### config.mk
export PLATFORM = sky130hd
export DESIGN_NAME = prc_queue
export DESIGN_NICKNAME = d
export VERILOG_FILES = /design/src/sv/prc_pkg.sv /design/src/sv/prc_queue.sv
export SDC_FILE = /design/constraint.sdc
export NUM_CORES = 1
export LEC_CHECK = 0
export ABC_AREA = 1
export BUFFER_PORTS_ARGS = -buffer_cell sky130_fd_sc_hd__buf_2
export CAP_MARGIN = 15
export CORE_AREA = 2 2 131 133
export CTS_CLUSTER_SIZE = 14
export DETAILED_ROUTE_END_ITERATION = 8
export DIE_AREA = 0 0 133 135
export MAX_ROUTING_LAYER = met4
export PLACE_DENSITY = 0.66
export SYNTH_ARGS = -nofsm -noshare
export SYNTH_HDL_FRONTEND = slang
export SYNTH_SLANG_ARGS = --single-unit
### constraint.sdc
create_clock -name clk -period 2 [get_ports clk]
set_input_delay 0.3 -clock clk [delete_from_list [all_inputs] [get_ports clk]]
set_output_delay 0.3 -clock clk [all_outputs]
set_load 0.02 [all_outputs]
### src/sv/prc_pkg.sv
// ----------------------------------------------------------------------------
// prc_pkg
// Types and constants shared by the page reference counter modules: the
// payload structures of the request and response words, command and status
// codes, and the fixed widths of the configuration registers.
// ----------------------------------------------------------------------------
package prc_pkg;

    localparam int SLOT_MAX      = 4;
    localparam int CFG_INDEX_W   = 3;
    localparam int FRAME_BITS    = 44;
    localparam int PAGES_BITS    = 17;
    localparam int ADDR_BITS     = 56;
    localparam int CMD_BITS      = 2;
    localparam int NEWVAL_BITS   = 16;
    localparam int COUNT_OUT_W   = 16;
    localparam int STATUS_BITS   = 3;
    localparam int CMP_BITS      = 48;
    localparam int OFFSET_BITS   = 17;
    localparam int SUM_BITS      = 21;
    localparam int IDX_MAX_BITS  = 20;
    localparam int QUEUE_DEPTH   = 4;
    localparam int QPTR_BITS     = 2;
    localparam int PEND_BITS     = 3;

    localparam logic [CMD_BITS-1:0] CMD_GET = 2'd0;
    localparam logic [CMD_BITS-1:0] CMD_INC = 2'd1;
    localparam logic [CMD_BITS-1:0] CMD_DEC = 2'd2;
    localparam logic [CMD_BITS-1:0] CMD_SET = 2'd3;

    localparam logic [STATUS_BITS-1:0] ST_OK         = 3'd0;
    localparam logic [STATUS_BITS-1:0] ST_BAD_ADDR   = 3'd1;
    localparam logic [STATUS_BITS-1:0] ST_UNDERFLOW  = 3'd2;
    localparam logic [STATUS_BITS-1:0] ST_PAST_STORE = 3'd3;
    localparam logic [STATUS_BITS-1:0] ST_SATURATED  = 3'd4;

    typedef logic [FRAME_BITS-1:0] frame_t;
    typedef logic [PAGES_BITS-1:0] pages_t;

    typedef struct packed {
        logic [CMD_BITS-1:0]    command;
        logic [ADDR_BITS-1:0]   phys_addr;
        logic [NEWVAL_BITS-1:0] new_value;
    } req_t;

    typedef struct packed {
        logic [COUNT_OUT_W-1:0] count;
        logic                   now_free;
        logic [STATUS_BITS-1:0] status;
    } rsp_t;

    typedef struct packed {
        logic [CMD_BITS-1:0]     command;
        logic [NEWVAL_BITS-1:0]  new_value;
        logic [STATUS_BITS-1:0]  status;
        logic [IDX_MAX_BITS-1:0] index;
    } job_t;

endpackage

### src/sv/prc_queue.sv
// ----------------------------------------------------------------------------
// prc_queue
// Small first-in first-out queue of classified jobs between the front end
// and the back end.
// ----------------------------------------------------------------------------
module prc_queue (
    input  logic          clk,
    input  logic          rst_n,
    input  logic          push,
    input  prc_pkg::job_t push_job,
    input  logic          pop,
    output logic          not_empty,
    output prc_pkg::job_t head_job
);

    prc_pkg::job_t                        entry_reg [prc_pkg::QUEUE_DEPTH];
    logic [prc_pkg::QPTR_BITS-1:0]        wr_ptr_reg;
    logic [prc_pkg::QPTR_BITS-1:0]        wr_ptr_next;
    logic [prc_pkg::QPTR_BITS-1:0]        rd_ptr_reg;
    logic [prc_pkg::QPTR_BITS-1:0]        rd_ptr_next;
    logic [prc_pkg::PEND_BITS-1:0]        fill_reg;
    logic [prc_pkg::PEND_BITS-1:0]        fill_next;

    assign not_empty = (fill_reg != '0);
    assign head_job  = entry_reg[rd_ptr_reg];

    always_comb
    begin
        wr_ptr_next = push ? wr_ptr_reg + 1'b1 : wr_ptr_reg;
        rd_ptr_next = pop ? rd_ptr_reg + 1'b1 : rd_ptr_reg;
        fill_next   = fill_reg + prc_pkg::PEND_BITS'(push) - prc_pkg::PEND_BITS'(pop);
    end

    always_ff @(posedge clk or negedge rst_n)
    begin
        if (!rst_n)
        begin
            wr_ptr_reg <= '0;
            rd_ptr_reg <= '0;
            fill_reg   <= '0;
        end
        else
        begin
            wr_ptr_reg <= wr_ptr_next;
            rd_ptr_reg <= rd_ptr_next;
            fill_reg   <= fill_next;
        end
    end

    always_ff @(posedge clk)
    begin
        if (push)
        begin
            entry_reg[wr_ptr_reg] <= push_job;
        end
    end

endmodule

; Yosys cells after proc, flatten, opt, wreduce, memory -nomap -nowiden
; Memories as Yosys holds them, arrays and structs flattened.
; Index checks and enable logic that the tools add are counted.
; Widths: inputs -> output; s select.
[word_totals]
register_bits = 7
ramBits = 164
input_bits = 45
output_inout_bits = 42
wordCells = 11
mem_count = 1
[memory_table]
columns = name, words, word_bits, read_ports, rd_ports_with_merged_regs, write_ports, line
row1 = entry_reg, 4, 41, 1, 0, 1, prc_queue.sv:16  ; prc_pkg::job_t entry_reg [prc_pkg::QUEUE_DEPTH];
[op_classes]
n_addsub = 4
mux = 2
n_reduce_logical = 1
[op_table]
columns = cell, n
row1 = $add 2x1->2 const B, 2
row2 = $add 3x1->3, 1
row3 = $reduce_bool 3->1, 1
row4 = $sub 3x1->3, 1
row5 = $mux 1, 2

; Depth between registers and ports, before layout
[depth]
ltp_word = 2
ltp_mapped = 10
depth_no_buf = 10

; Worst setup path after synthesis
; OpenSTA, ideal clock, no wires.
[synth_timing]
path_type = register -> register
from = reg wr_ptr_reg[0] (netlist name)
to = mem entry_reg[0][0] (netlist name) (enable)
setup_ns = 0.396
t_arrival_ns = 1.479
required_time_ns = 1.604
setup_slack_ns = 0.125
stages_incl_launch_ff = 5
n_path_buf = 0
synth_period_minus_slack_ns = 1.875
cell_sequence = dfrtp_1 > inv_1 > ha_1 > nand2_1 > inv_1
[synth_rtl]
columns = item, line
row1 = "start, declared", prc_queue.sv:17  ; logic [prc_pkg::QPTR_BITS-1:0] wr_ptr_reg;
row2 = "start signal, assigned", prc_queue.sv:44  ; wr_ptr_reg <= wr_ptr_next;
row3 = "end, declared", prc_queue.sv:16
; No word-level cell before the write port.

==> qor.csv <==
metric,value,unit
unrepaired setup endpoints after global routing,true,
power after layout,0.0135,W
"non-filler cells, final",1021,
kind of start point of the critical path,register,
Yosys warning count,0,
drt total wl,14400,um
drt wl/cell,14.2,um
syn_area_per_cell,10.6,um2
Post-layout nets,838,
proportion of total power due to net switching,36.9,%
"antenna viol nets, final",0,
Static Leak,4.12,nW
area share of the largest cell type after synthesis,67.7,%
Register-to-Register Setup Slack,0.41,ns
total count of max-transition violations in the final report,0,
clock latency reported for the late side of the worst-skew pair,0.42,ns
final worst-path cycle share,95.3,%
synthesized net count,739,
"CTS clk-pin slew, worst paths",0.07,ns
worst endpoint data arrival time,1.61,ns
detailed-routing iteration count for the pre-antenna-repair pass,5,
Netlist cell types,13,
final setup violation count,0,
maximum number of pins on one net before global-route repair,67,
clock network power share,25.5,%
number of input and output port buffers inserted,86,
layout cell share with drive strength beyond 1,17.9,%
starting density of the core,44.4,%
PD cells,1540,nW/um2
number of instances in the synthesized netlist,687,
"count leader, synth",nand2_1,
beginning of the worst hold path,push_job[35],
maximum clock skew at final layout,0.00823,ns
Largest register FFs,164,
register area share after synthesis,70.1,%
Worst Hold Path EP,entry_reg[2][35],
Max Buffers Root-to-Sink,2,
summed instance area of the synthesized netlist,7280,um2
Min-Delay Path Depth,1,
worst setup margin,0.0940,ns
run status,"complete, no violations",
vertical extent of the die,135,um
total number of vias,4596,
dominant cells by area after synthesis,"edfxtp_1 (68%), nand2_1 (11%), inv_1 (9.1%), nand3_1 (5.8%), dfrtp_1 (2.4%)",
maximum resistive drop on vdd,0.838,mV
number of flops mapped to enable cells by yosys,164,
number of global-route vias before repair,4261,
Switch Pwr,0.00500,W
cell accounting for the most synthesized area,edfxtp_1,
final-layout worst hold slack,0.0933,ns
number of placement rows,47,
internal portion of total power,0.00854,W
number of sinks driven by the clock tree,171,
worst r2r dst,fill_reg[2],
number of I/O pins,87,
Overflow after GRT,0,
cell types with the highest counts after synthesis,"nand2_1 (216), inv_1 (176), edfxtp_1 (164)",
antenna violations before repair,2,
area enclosed by the die boundary,18000,um2
number of clock buffers inserted by TritonCTS,17,
Max transition margin,77.5,%
launch instance of the worst register-to-register path,fill_reg[0],
number of cell instances on the worst register-to-register path,9,
worst hold path type,in2reg,
Max Fanout on Critical Path,17,
number of DRC violations after detailed routing,0,
Worst setup EP type,primary output,
number of DRC markers after the initial detailed-route iteration,294,
transition at the pin with the smallest max-transition slack,0.337,ns
TritonCTS clock tree,yes,
final HPWL from detailed placement,8260,um
dpl cells,982,
part of the total power dissipated in sequential elements,36.0,%
fin crit period,1.91,ns
logic gate share of total power,38.5,%
Clk Tree Root Cell,clkbuf_16,
Core Footprint,16400,um2
peak clock frequency supported by timing,0.525,GHz
max-cap violations,0,
DIE WIDTH,133,um
gr usage total,16.9,%
final weighted congestion in routability-driven placement,0.726,
"Hold Vio Cnt, Final",0,
post-synthesis register bit count,171,
required time at the endpoint of the critical path,1.70,ns
worst setup slack before clock tree synthesis,0.335,ns
global-route wire length before repair,22000,um
ratio of routed vias to standard cells,4.50,
"Worst Path Class, Setup",reg2out,
predominant post-synthesis flop cell,edfxtp_1,
layout overhead on the synthesized area,21.0,%
share of flip-flops with an asynchronous set or reset after synthesis,4.09,%
number of H-tree levels,4,
-- per-layer routing --
layer  vias to the layer above  part of all wire, %  global-route usage, %
met3                        14                  5.1                   4.58
met5                         -                    0                      -
met2                       114                   49                   27.1
li1                       2334                    -                      -
met4                         0                  1.1                   6.39
met1                      2134                   45                   20.5
-- metrics by stage --
step | area, um2 | util (%) | TNS (ns)
2_1_floorplan | 7280 | - | 0
3_3_place_gp | 8080 | 49.2 | 0
3_5_place_dp | 8080 | 49.2 | 0
4_1_cts | 8710 | 53.1 | -0.00422
5_1_grt | 8810 | 53.7 | 0
6_report | 8810 | 53.7 | 0
-- placed cells by master (no fill, tap or decap), types with 3 or more instances in the layout --
cell,netlist,routed
inv_2,2,5
nand3_1,84,84
edfxtp_1,164,164
inv_6,0,4
buf_2,19,86
buf_4,7,5
ha_1,6,6
clkinvlp_4,0,3
nand2_1,216,216
buf_12,0,9
inv_1,176,172
bufinv_16,0,4
dfrtp_1,7,5
xor2_1,3,3
clkbuf_16,0,19
-- layout make-up --
type                       count  area, um2
antenna                        2       5.00
clock buffer                  19        433
clock inverter                13        190
fill                        1392       7600
inverter                     178        671
multi-input combinational    311       1360
sequential                   171       5100
tap                          220        275
timing repair buffer         107        773
-- logic make-up after synthesis --
| family | count (synthesis) | share of synthesized area [%] |
|---|---|---|
| AOI/OAI and AO/OA | 1 | 0.0687 |
| xor gates and xnor gates | 3 | 0.361 |
| adders and majority gates | 7 | 1.31 |
| buffers and inverters | 205 | 11.3 |
| DFF | 171 | 70.1 |
| and+or+nand+nor | 300 | 16.9 |
-- power groups by stage --
stage	Combinational [W]	Clock, W	Sequential (W)
CTS	0.00504	0.00352	0.00490
global placement	0.00496	0	0.00496
floorplan	0.00331	0	0.00491
global route	0.00578	0.00366	0.00494
detailed placement	0.00502	0	0.00497
finish	0.00521	0.00345	0.00488
-- worst max-delay path: stages, from the launching register on --
cell,delay (ns)
dfrtp_2,0.45
inv_4,0.15
clkbuf_16,0.22
nand2_1,0.06
nand3_1,0.07
nand2_1,0.07
buf_2,0.16
-- how the worst max path moves through the flow --
stage / from / end / depth (start not counted)
after floorplan: wr_ptr_reg[0] / entry_reg[0][0] / 4
after global placement: pop / fill_reg[2] / 9
after detailed placement: pop / fill_reg[2] / 9
after CTS: rd_ptr_reg[0] / head_job[40] / 6
after global routing: rd_ptr_reg[0] / head_job[17] / 5
final: rd_ptr_reg[0] / head_job[8] / 6
-- repair_timing --
| action | CTS | global route |
|---|---|---|
| resized for setup | 0 | 5 |
| endpoints found under the setup margin | 2 | 35 |
| gates cloned | 0 | 3 |
| endpoints found under the hold margin | 7 | 0 |
| hold buffers | 1 | 0 |
| buffers inserted | 0 | 1 |
Note: power is estimated with default switching activity, not from simulation.
