File: src/sv/prc_pkg.sv
// ----------------------------------------------------------------------------
// prc_pkg
// Types and constants shared by the page reference counter modules: the
// payload structures of the request and response words, command and status
// codes, and the fixed widths of the configuration registers.
// ----------------------------------------------------------------------------
package prc_pkg;

    localparam int SLOT_MAX      = 4;
    localparam int CFG_INDEX_W   = 3;
    localparam int FRAME_BITS    = 44;
    localparam int PAGES_BITS    = 17;
    localparam int ADDR_BITS     = 56;
    localparam int CMD_BITS      = 2;
    localparam int NEWVAL_BITS   = 16;
    localparam int COUNT_OUT_W   = 16;
    localparam int STATUS_BITS   = 3;
    localparam int CMP_BITS      = 48;
    localparam int OFFSET_BITS   = 17;
    localparam int SUM_BITS      = 21;
    localparam int IDX_MAX_BITS  = 20;
    localparam int QUEUE_DEPTH   = 4;
    localparam int QPTR_BITS     = 2;
    localparam int PEND_BITS     = 3;

    localparam logic [CMD_BITS-1:0] CMD_GET = 2'd0;
    localparam logic [CMD_BITS-1:0] CMD_INC = 2'd1;
    localparam logic [CMD_BITS-1:0] CMD_DEC = 2'd2;
    localparam logic [CMD_BITS-1:0] CMD_SET = 2'd3;

    localparam logic [STATUS_BITS-1:0] ST_OK         = 3'd0;
    localparam logic [STATUS_BITS-1:0] ST_BAD_ADDR   = 3'd1;
    localparam logic [STATUS_BITS-1:0] ST_UNDERFLOW  = 3'd2;
    localparam logic [STATUS_BITS-1:0] ST_PAST_STORE = 3'd3;
    localparam logic [STATUS_BITS-1:0] ST_SATURATED  = 3'd4;

    typedef logic [FRAME_BITS-1:0] frame_t;
    typedef logic [PAGES_BITS-1:0] pages_t;

    typedef struct packed {
        logic [CMD_BITS-1:0]    command;
        logic [ADDR_BITS-1:0]   phys_addr;
        logic [NEWVAL_BITS-1:0] new_value;
    } req_t;

    typedef struct packed {
        logic [COUNT_OUT_W-1:0] count;
        logic                   now_free;
        logic [STATUS_BITS-1:0] status;
    } rsp_t;

    typedef struct packed {
        logic [CMD_BITS-1:0]     command;
        logic [NEWVAL_BITS-1:0]  new_value;
        logic [STATUS_BITS-1:0]  status;
        logic [IDX_MAX_BITS-1:0] index;
    } job_t;

endpackage

File: src/sv/prc_front.sv
// ----------------------------------------------------------------------------
// prc_front
// Front end: accepts request words, matches the page frame against every
// region in parallel, then picks the first matching region, forms the packed
// counter index and classifies the request before it enters the queue.
// ----------------------------------------------------------------------------
module prc_front #(
    parameter int STORE_PAGES  = 65536,
    parameter int PAGE_SHIFT   = 12,
    parameter int REGION_SLOTS = 4
) (
    input  logic            clk,
    input  logic            rst_n,
    input  logic            clearing,
    input  logic            req_valid,
    input  prc_pkg::req_t   req_payload,
    output logic            req_ready,
    input  prc_pkg::frame_t base_frame [prc_pkg::SLOT_MAX],
    input  prc_pkg::pages_t region_pages [prc_pkg::SLOT_MAX],
    input  logic            pop,
    output logic            push,
    output prc_pkg::job_t   push_job
);

    logic                                accept;
    logic [prc_pkg::PEND_BITS-1:0]       pending_reg;
    logic [prc_pkg::PEND_BITS-1:0]       pending_next;

    logic [prc_pkg::CMP_BITS-1:0]        frame;
    logic [prc_pkg::SLOT_MAX-1:0]        hit_next;
    logic [prc_pkg::OFFSET_BITS-1:0]     offset_next [prc_pkg::SLOT_MAX];
    logic [prc_pkg::SUM_BITS-1:0]        start_next [prc_pkg::SLOT_MAX];
    logic [prc_pkg::CMP_BITS:0]          diff [prc_pkg::SLOT_MAX];

    logic                                s1_valid_reg;
    logic [prc_pkg::CMD_BITS-1:0]        s1_command_reg;
    logic [prc_pkg::NEWVAL_BITS-1:0]     s1_new_value_reg;
    logic                                s1_aligned_reg;
    logic [prc_pkg::SLOT_MAX-1:0]        s1_hit_reg;
    logic [prc_pkg::OFFSET_BITS-1:0]     s1_offset_reg [prc_pkg::SLOT_MAX];
    logic [prc_pkg::SUM_BITS-1:0]        s1_start_reg [prc_pkg::SLOT_MAX];

    logic                                found;
    logic [prc_pkg::SUM_BITS-1:0]        sel_start;
    logic [prc_pkg::OFFSET_BITS-1:0]     sel_offset;
    logic [prc_pkg::SUM_BITS-1:0]        index_sum;

    assign req_ready = !clearing && (pending_reg < prc_pkg::PEND_BITS'(prc_pkg::QUEUE_DEPTH));
    assign accept    = req_valid && req_ready;

    always_comb
    begin
        pending_next = pending_reg + prc_pkg::PEND_BITS'(accept) - prc_pkg::PEND_BITS'(pop);
    end

    always_comb
    begin
        frame = prc_pkg::CMP_BITS'(req_payload.phys_addr >> PAGE_SHIFT);
        for (int r = 0; r < prc_pkg::SLOT_MAX; r++)
        begin
            diff[r] = {1'b0, frame} - {1'b0, prc_pkg::CMP_BITS'(base_frame[r])};
            hit_next[r] = (r < REGION_SLOTS) && (region_pages[r] != '0) &&
                          !diff[r][prc_pkg::CMP_BITS] &&
                          (diff[r][prc_pkg::CMP_BITS-1:0] <
                           prc_pkg::CMP_BITS'(region_pages[r]));
            offset_next[r] = diff[r][prc_pkg::OFFSET_BITS-1:0];
            if (r == 0)
            begin
                start_next[r] = '0;
            end
            else
            begin
                start_next[r] = start_next[r-1] + prc_pkg::SUM_BITS'(region_pages[r-1]);
            end
        end
    end

    always_ff @(posedge clk or negedge rst_n)
    begin
        if (!rst_n)
        begin
            pending_reg  <= '0;
            s1_valid_reg <= 1'b0;
        end
        else
        begin
            pending_reg  <= pending_next;
            s1_valid_reg <= accept;
        end
    end

    always_ff @(posedge clk)
    begin
        if (accept)
        begin
            s1_command_reg   <= req_payload.command;
            s1_new_value_reg <= req_payload.new_value;
            s1_aligned_reg   <= (req_payload.phys_addr[PAGE_SHIFT-1:0] == '0);
            s1_hit_reg       <= hit_next;
            s1_offset_reg    <= offset_next;
            s1_start_reg     <= start_next;
        end
    end

    always_comb
    begin
        found      = 1'b0;
        sel_start  = '0;
        sel_offset = '0;
        for (int r = 0; r < prc_pkg::SLOT_MAX; r++)
        begin
            if (!found && s1_hit_reg[r])
            begin
                found      = 1'b1;
                sel_start  = s1_start_reg[r];
                sel_offset = s1_offset_reg[r];
            end
        end
        index_sum = sel_start + prc_pkg::SUM_BITS'(sel_offset);

        push_job.command   = s1_command_reg;
        push_job.new_value = s1_new_value_reg;
        push_job.index     = index_sum[prc_pkg::IDX_MAX_BITS-1:0];
        priority if (!found || !s1_aligned_reg)
        begin
            push_job.status = prc_pkg::ST_BAD_ADDR;
        end
        else if (index_sum >= prc_pkg::SUM_BITS'(STORE_PAGES))
        begin
            push_job.status = prc_pkg::ST_PAST_STORE;
        end
        else
        begin
            push_job.status = prc_pkg::ST_OK;
        end
    end

    assign push = s1_valid_reg;

endmodule

File: config.mk
export PLATFORM = sky130hd
export DESIGN_NAME = prc_front
export DESIGN_NICKNAME = d
export VERILOG_FILES = /design/src/sv/prc_pkg.sv /design/src/sv/prc_front.sv
export SDC_FILE = /design/constraint.sdc
export NUM_CORES = 1
export LEC_CHECK = 0
export BUFFER_PORTS_ARGS = -buffer_cell sky130_fd_sc_hd__buf_2
export CAP_MARGIN = 5
export CORE_MARGIN = 5
export CORE_UTILIZATION = 55
export CTS_BUF_LIST = sky130_fd_sc_hd__clkbuf_16
export CTS_CLUSTER_DIAMETER = 40
export DETAILED_ROUTE_END_ITERATION = 12
export HOLD_SLACK_MARGIN = 0.06
export MAX_ROUTING_LAYER = met4
export PLACE_DENSITY = 0.78
export SLEW_MARGIN = 20
export SYNTH_ARGS = -nofsm -noshare
export SYNTH_HDL_FRONTEND = slang
export SYNTH_SLANG_ARGS = --single-unit
File: constraint.sdc
create_clock -name clk -period 13.3 [get_ports clk]
set_clock_uncertainty 0.05 [all_clocks]
set_input_delay 0 -clock clk [delete_from_list [all_inputs] [get_ports clk]]
set_output_delay 0 -clock clk [all_outputs]
set_load 0.01 [all_outputs]
# Yosys cells after proc, flatten, opt, wreduce, memory -nomap -nowiden
# Index checks and enable logic that the tools add are counted.
# word_totals
ff_bits	154
latch_bits	0
ramBits	0
romBits	0
input_bits	323
out_inout_bits	43
mem_count	0
# op_classes
add_sub_neg	9
multipliers	0
div_mod_pow	0
order_cmp	6
eq_ne	0
shifts	0
mux	13
bitwise_logic	0
n_reduce_logical	29
# ops
operator	n
$lt A48 B17 Y1	4
$sub A44 B44 Y45	4
$mux W17	5
$reduce_bool A17 Y1	4
$mux W21	2
$add A21 B17 Y21	1
$ge A21 B17 Y1 const B	1
$add A18 B17 Y19	1
$add A17 B17 Y18	1
$logic_and A1 B1 Y1	13
$logic_not A12 Y1	1
$logic_not A1 Y1	10
$mux W1	4
$mux W2	2
$add A3 B1 Y3	1
$lt A3 B3 Y1 const B	1
$sub A3 B1 Y3	1
$logic_or A1 B1 Y1	1

# Depth between registers and ports, before layout
# logic_depth
ltp_word	14
ltp_mapped	25
ltp_nobuf	25

# Worst setup path after synthesis
# No wires, ideal clock.
# synth_timing
path_type	register to register
startpoint	reg pending_reg[2] (netlist bit)
endpoint	reg pending_reg[2] (netlist bit)
setup_time_ps	123
t_arrival_ps	5183
required_ps	13127
setup_slack_ps	7944
path_stages_with_launch	8
n_path_buf	0
cell_sequence	dfrtp_1 -> nor2_1 -> and2_1 -> ha_1 -> inv_1 -> fa_1 -> xnor2_1 -> xnor2_1
# synth_between
elab_chain_len	5
# synth_rtl
item	line	source
from (decl)	prc_front.sv:26	logic [prc_pkg::PEND_BITS-1:0] pending_reg;
from (signal assigned)	prc_front.sv:87	pending_reg <= pending_next;
$lt A3 B3 Y1	prc_front.sv:48	assign req_ready = !clearing && (pending_reg < prc_pkg::PEND_BITS'(prc_pkg::QUEUE_DEPTH));
$logic_and A1 B1 Y1	prc_front.sv:48	
named net req_ready	prc_front.sv:17	output logic req_ready,
$logic_and A1 B1 Y1	prc_front.sv:49	assign accept = req_valid && req_ready;
named net accept	prc_front.sv:25	logic accept;
$add A3 B1 Y3	prc_front.sv:53	pending_next = pending_reg + prc_pkg::PEND_BITS'(accept) - prc_pkg::PEND_BITS'(pop);
$sub A3 B1 Y3	prc_front.sv:53	
named net pending_next, one bit	prc_front.sv:27	logic [prc_pkg::PEND_BITS-1:0] pending_next;
# The timed path passes the listed nets, and every way through them passes these cells.
# A chain may end at the register's enable or synchronous reset.

==> run metrics <==
CTS buffer count=17; Primary FF master, synth=edfxtp_1; R2R Setup Slk=10.61 ns; Die Height=200 µm; clk sink count=149; CTS tree=yes; Global Route Usage Sum=0.380; I/O Buffers=364; sequential share of power=0.278; count of hold-fix buffers inserted at cts=55; Post-synth EDFFs=145; most frequent cells in the layout=buf_2, inv_1, ha_1; Design Power=2.29 mW; largest net degree at the start of global routing=84; sequential area share after synthesis=0.224; worst endpoint data arrival time=5.72 ns; Finished Layout Cells=3318; R2R cell count=3; Min-Delay Path Depth=2; core box area=35700 µm²; syn_nets=3068; commonest non-fill, non-tap cell in the layout=buf_2; max-cap viol count=0; WHS Endpoint=s1_start_reg[22]; Critical Path RT=13.25 ns; CP peak stage delay=0.53 ns; fin crit share=0.434; max reg flops=68; DP Cell Count=3225; total negative slack=0 ns; Yosys cell types=97; cell count after synthesis=2444; worst min-delay path category=in2reg; share of cells above drive strength 1=0.160; switching share of total power=0.416; final hold violations=0; Final min period=5.77 ns; grt total ovfl=0; dpl ws=7.77 ns; row count=69; worst setup margin=7.53 ns; P_sw=0.951 mW; outcome=complete, no violations; pwr/cell area=98.4 nW/µm²; post_cts resized=0; vias in the first global route=20.8k; CP max FO=22; Relative slew margins=0.226; internal power=1.34 mW; syn avg cell area=8.13 µm²; Crit path max-delay family=compound AO/OA/AOI/OAI gates; DP HPWL=63.6 mm; GP Congestion=1.01; I/O Pins=366; full die area=40000 µm²; via count=21.4k; hold_ws=0.0751 ns; area leader, netlist=edfxtp_1; CTS clk-pin slew, worst paths=0.08 ns; clk root buf=clkbuf_16; routed wire length=77.2 mm; peak supply drop=102 µV; post-CTS setup repair buffer count=0; final setup violation count=0; Ys Warns=0; initial DRC count=2281; Filler cells=2959; hold path startpoint=region_pages[35]; RSZ-0062 raised after global routing=no; kind of start point of the critical path=flip-flop; Area Overhead vs Synth=17.1%; DRT Pass-1 Iters=9; combinational share of power=0.513; Die W=200 µm; Seq cells post-synth=149; Post-synth ARST share=0.0268; initial antenna violation count=4; Synth top area share=0.219; FF-to-FF End=s1_new_value_reg[14]; first-pass GRT wire length=115 mm; reg2reg start=pending_reg[2]; Post-DRT Antenna Nets=0; synthesized cell area=19900 µm²; Slowest-stage cell, CP=or4_1; LEAKAGE=11.2 nW; nets@finish=3462; H-Tree Depth=4; critical path cell sequence=buf_4 -> nor2b_1 -> buf_4 -> a22oi_1 -> nor2_1 -> a221o_1 -> ha_1 -> fa_1 -> a21o_1 -> a21oi_1 -> o21bai_1 -> a21oi_1 -> o21ai_1 -> a31oi_1 -> o21ai_0 -> and2_1 -> o41ai_1 -> xnor2_1 -> or4_1 -> buf_2; CP bufs+invs=3; worst-case clock buffer depth=2; detailed-route vias per instance=6.46; Slew Limit Fails=0; FMAX=173 MHz; Clock power frac=0.209; Residual DRC=0; Skew-Pair Late Insertion Delay=0.43 ns; CP Class=reg2out; Critical Path End Type=primary output; Worst Max-Slew Pin Slew=1.13 ns; top post-synthesis cells by area=edfxtp_1, ha_1, inv_1; post-DR wirelength/cell=23.3 µm; Starting Density=0.557
## metrics by stage
stage,utilization,instance area (µm²)
after floorplan,-,19900
after global placement,0.620,22100
after detailed placement,0.620,22100
after CTS,0.652,23200
after global routing,0.652,23300
final,0.652,23300
## metal layers
layer,up-vias,GRT usage,wire (µm)
met5,-,-,0
li1,9813,-,-
met3,229,0.0507,7490
met4,0,0.179,4030
met1,10000,0.493,31300
met2,1353,0.591,34400
## cell families (layout without fill, tap and decap cells)
family,count (synthesis),after routing,share of synthesized area
adders and majority gates,301,301,0.193
other,1,7,0.000189
and+or+nand+nor,651,651,0.166
buffers and inverters,391,798,0.0756
DFF,149,149,0.224
xor gates and xnor gates,145,145,0.0639
AOI/OAI and AO/OA,779,779,0.264
muxes,27,27,0.0141
## cell type report
class	count	area [µm²]	share of cell area
Sequential cell	149	4450	0.191
Clock inverter	15	149	0.00640
Clock buffer	17	425	0.0183
Tap cell	461	577	0.0248
Inverter	337	1260	0.0544
Timing Repair Buffer	429	2450	0.105
Multi-Input combinational cell	1904	13900	0.599
Antenna cell	6	15.0	0.000645
## power groups by stage
stage               clock [mW]  sequential, mW  combinational, mW
floorplan                    0           0.640              0.766
global placement             0           0.643               1.09
detailed placement           0           0.644               1.12
CTS                      0.477           0.635               1.14
global route             0.499           0.639               1.27
finish                   0.477           0.636               1.17
## cells in the mapped netlist (9+ instances only)
library cell / n
a221o_1: 19
inv_1: 337
nor3_1: 38
o211ai_1: 22
xor2_1: 41
a211oi_1: 27
o21ai_0: 127
ha_1: 293
a21oi_1: 219
nor2_1: 161
and2_1: 13
o2111ai_1: 10
a31oi_1: 33
mux2i_1: 22
nor3b_1: 11
and3_1: 27
nor4_1: 32
nand2_1: 152
o21bai_1: 32
a22oi_1: 22
nand3b_1: 9
a21boi_0: 11
or3_1: 11
o31ai_1: 11
o22ai_1: 10
clkbuf_1: 42
edfxtp_1: 145
a21o_1: 72
nor2b_1: 26
o21a_1: 39
a222oi_1: 17
nand4_1: 39
or4_1: 10
xnor2_1: 104
nand3_1: 51
nand2b_1: 33
## worst max path at each step
| stage | startpoint | endpoint | slack, ns | cells after the start |
|---|---|---|---|---|
| 3_3_place_gp | req_payload[29] | s1_hit_reg[3] | 7.92 | 25 |
| 6_report | s1_hit_reg[1] | push_job[20] | 7.53 | 20 |
| 3_5_place_dp | req_payload[29] | s1_hit_reg[3] | 7.77 | 25 |
| 5_1_grt | s1_hit_reg[0] | push_job[20] | 7.15 | 19 |
| 4_1_cts | s1_hit_reg[1] | push_job[20] | 7.71 | 20 |
| 2_1_floorplan | pending_reg[2] | pending_reg[2] | 7.94 | 7 |
Power figures use the tool's default switching activity.
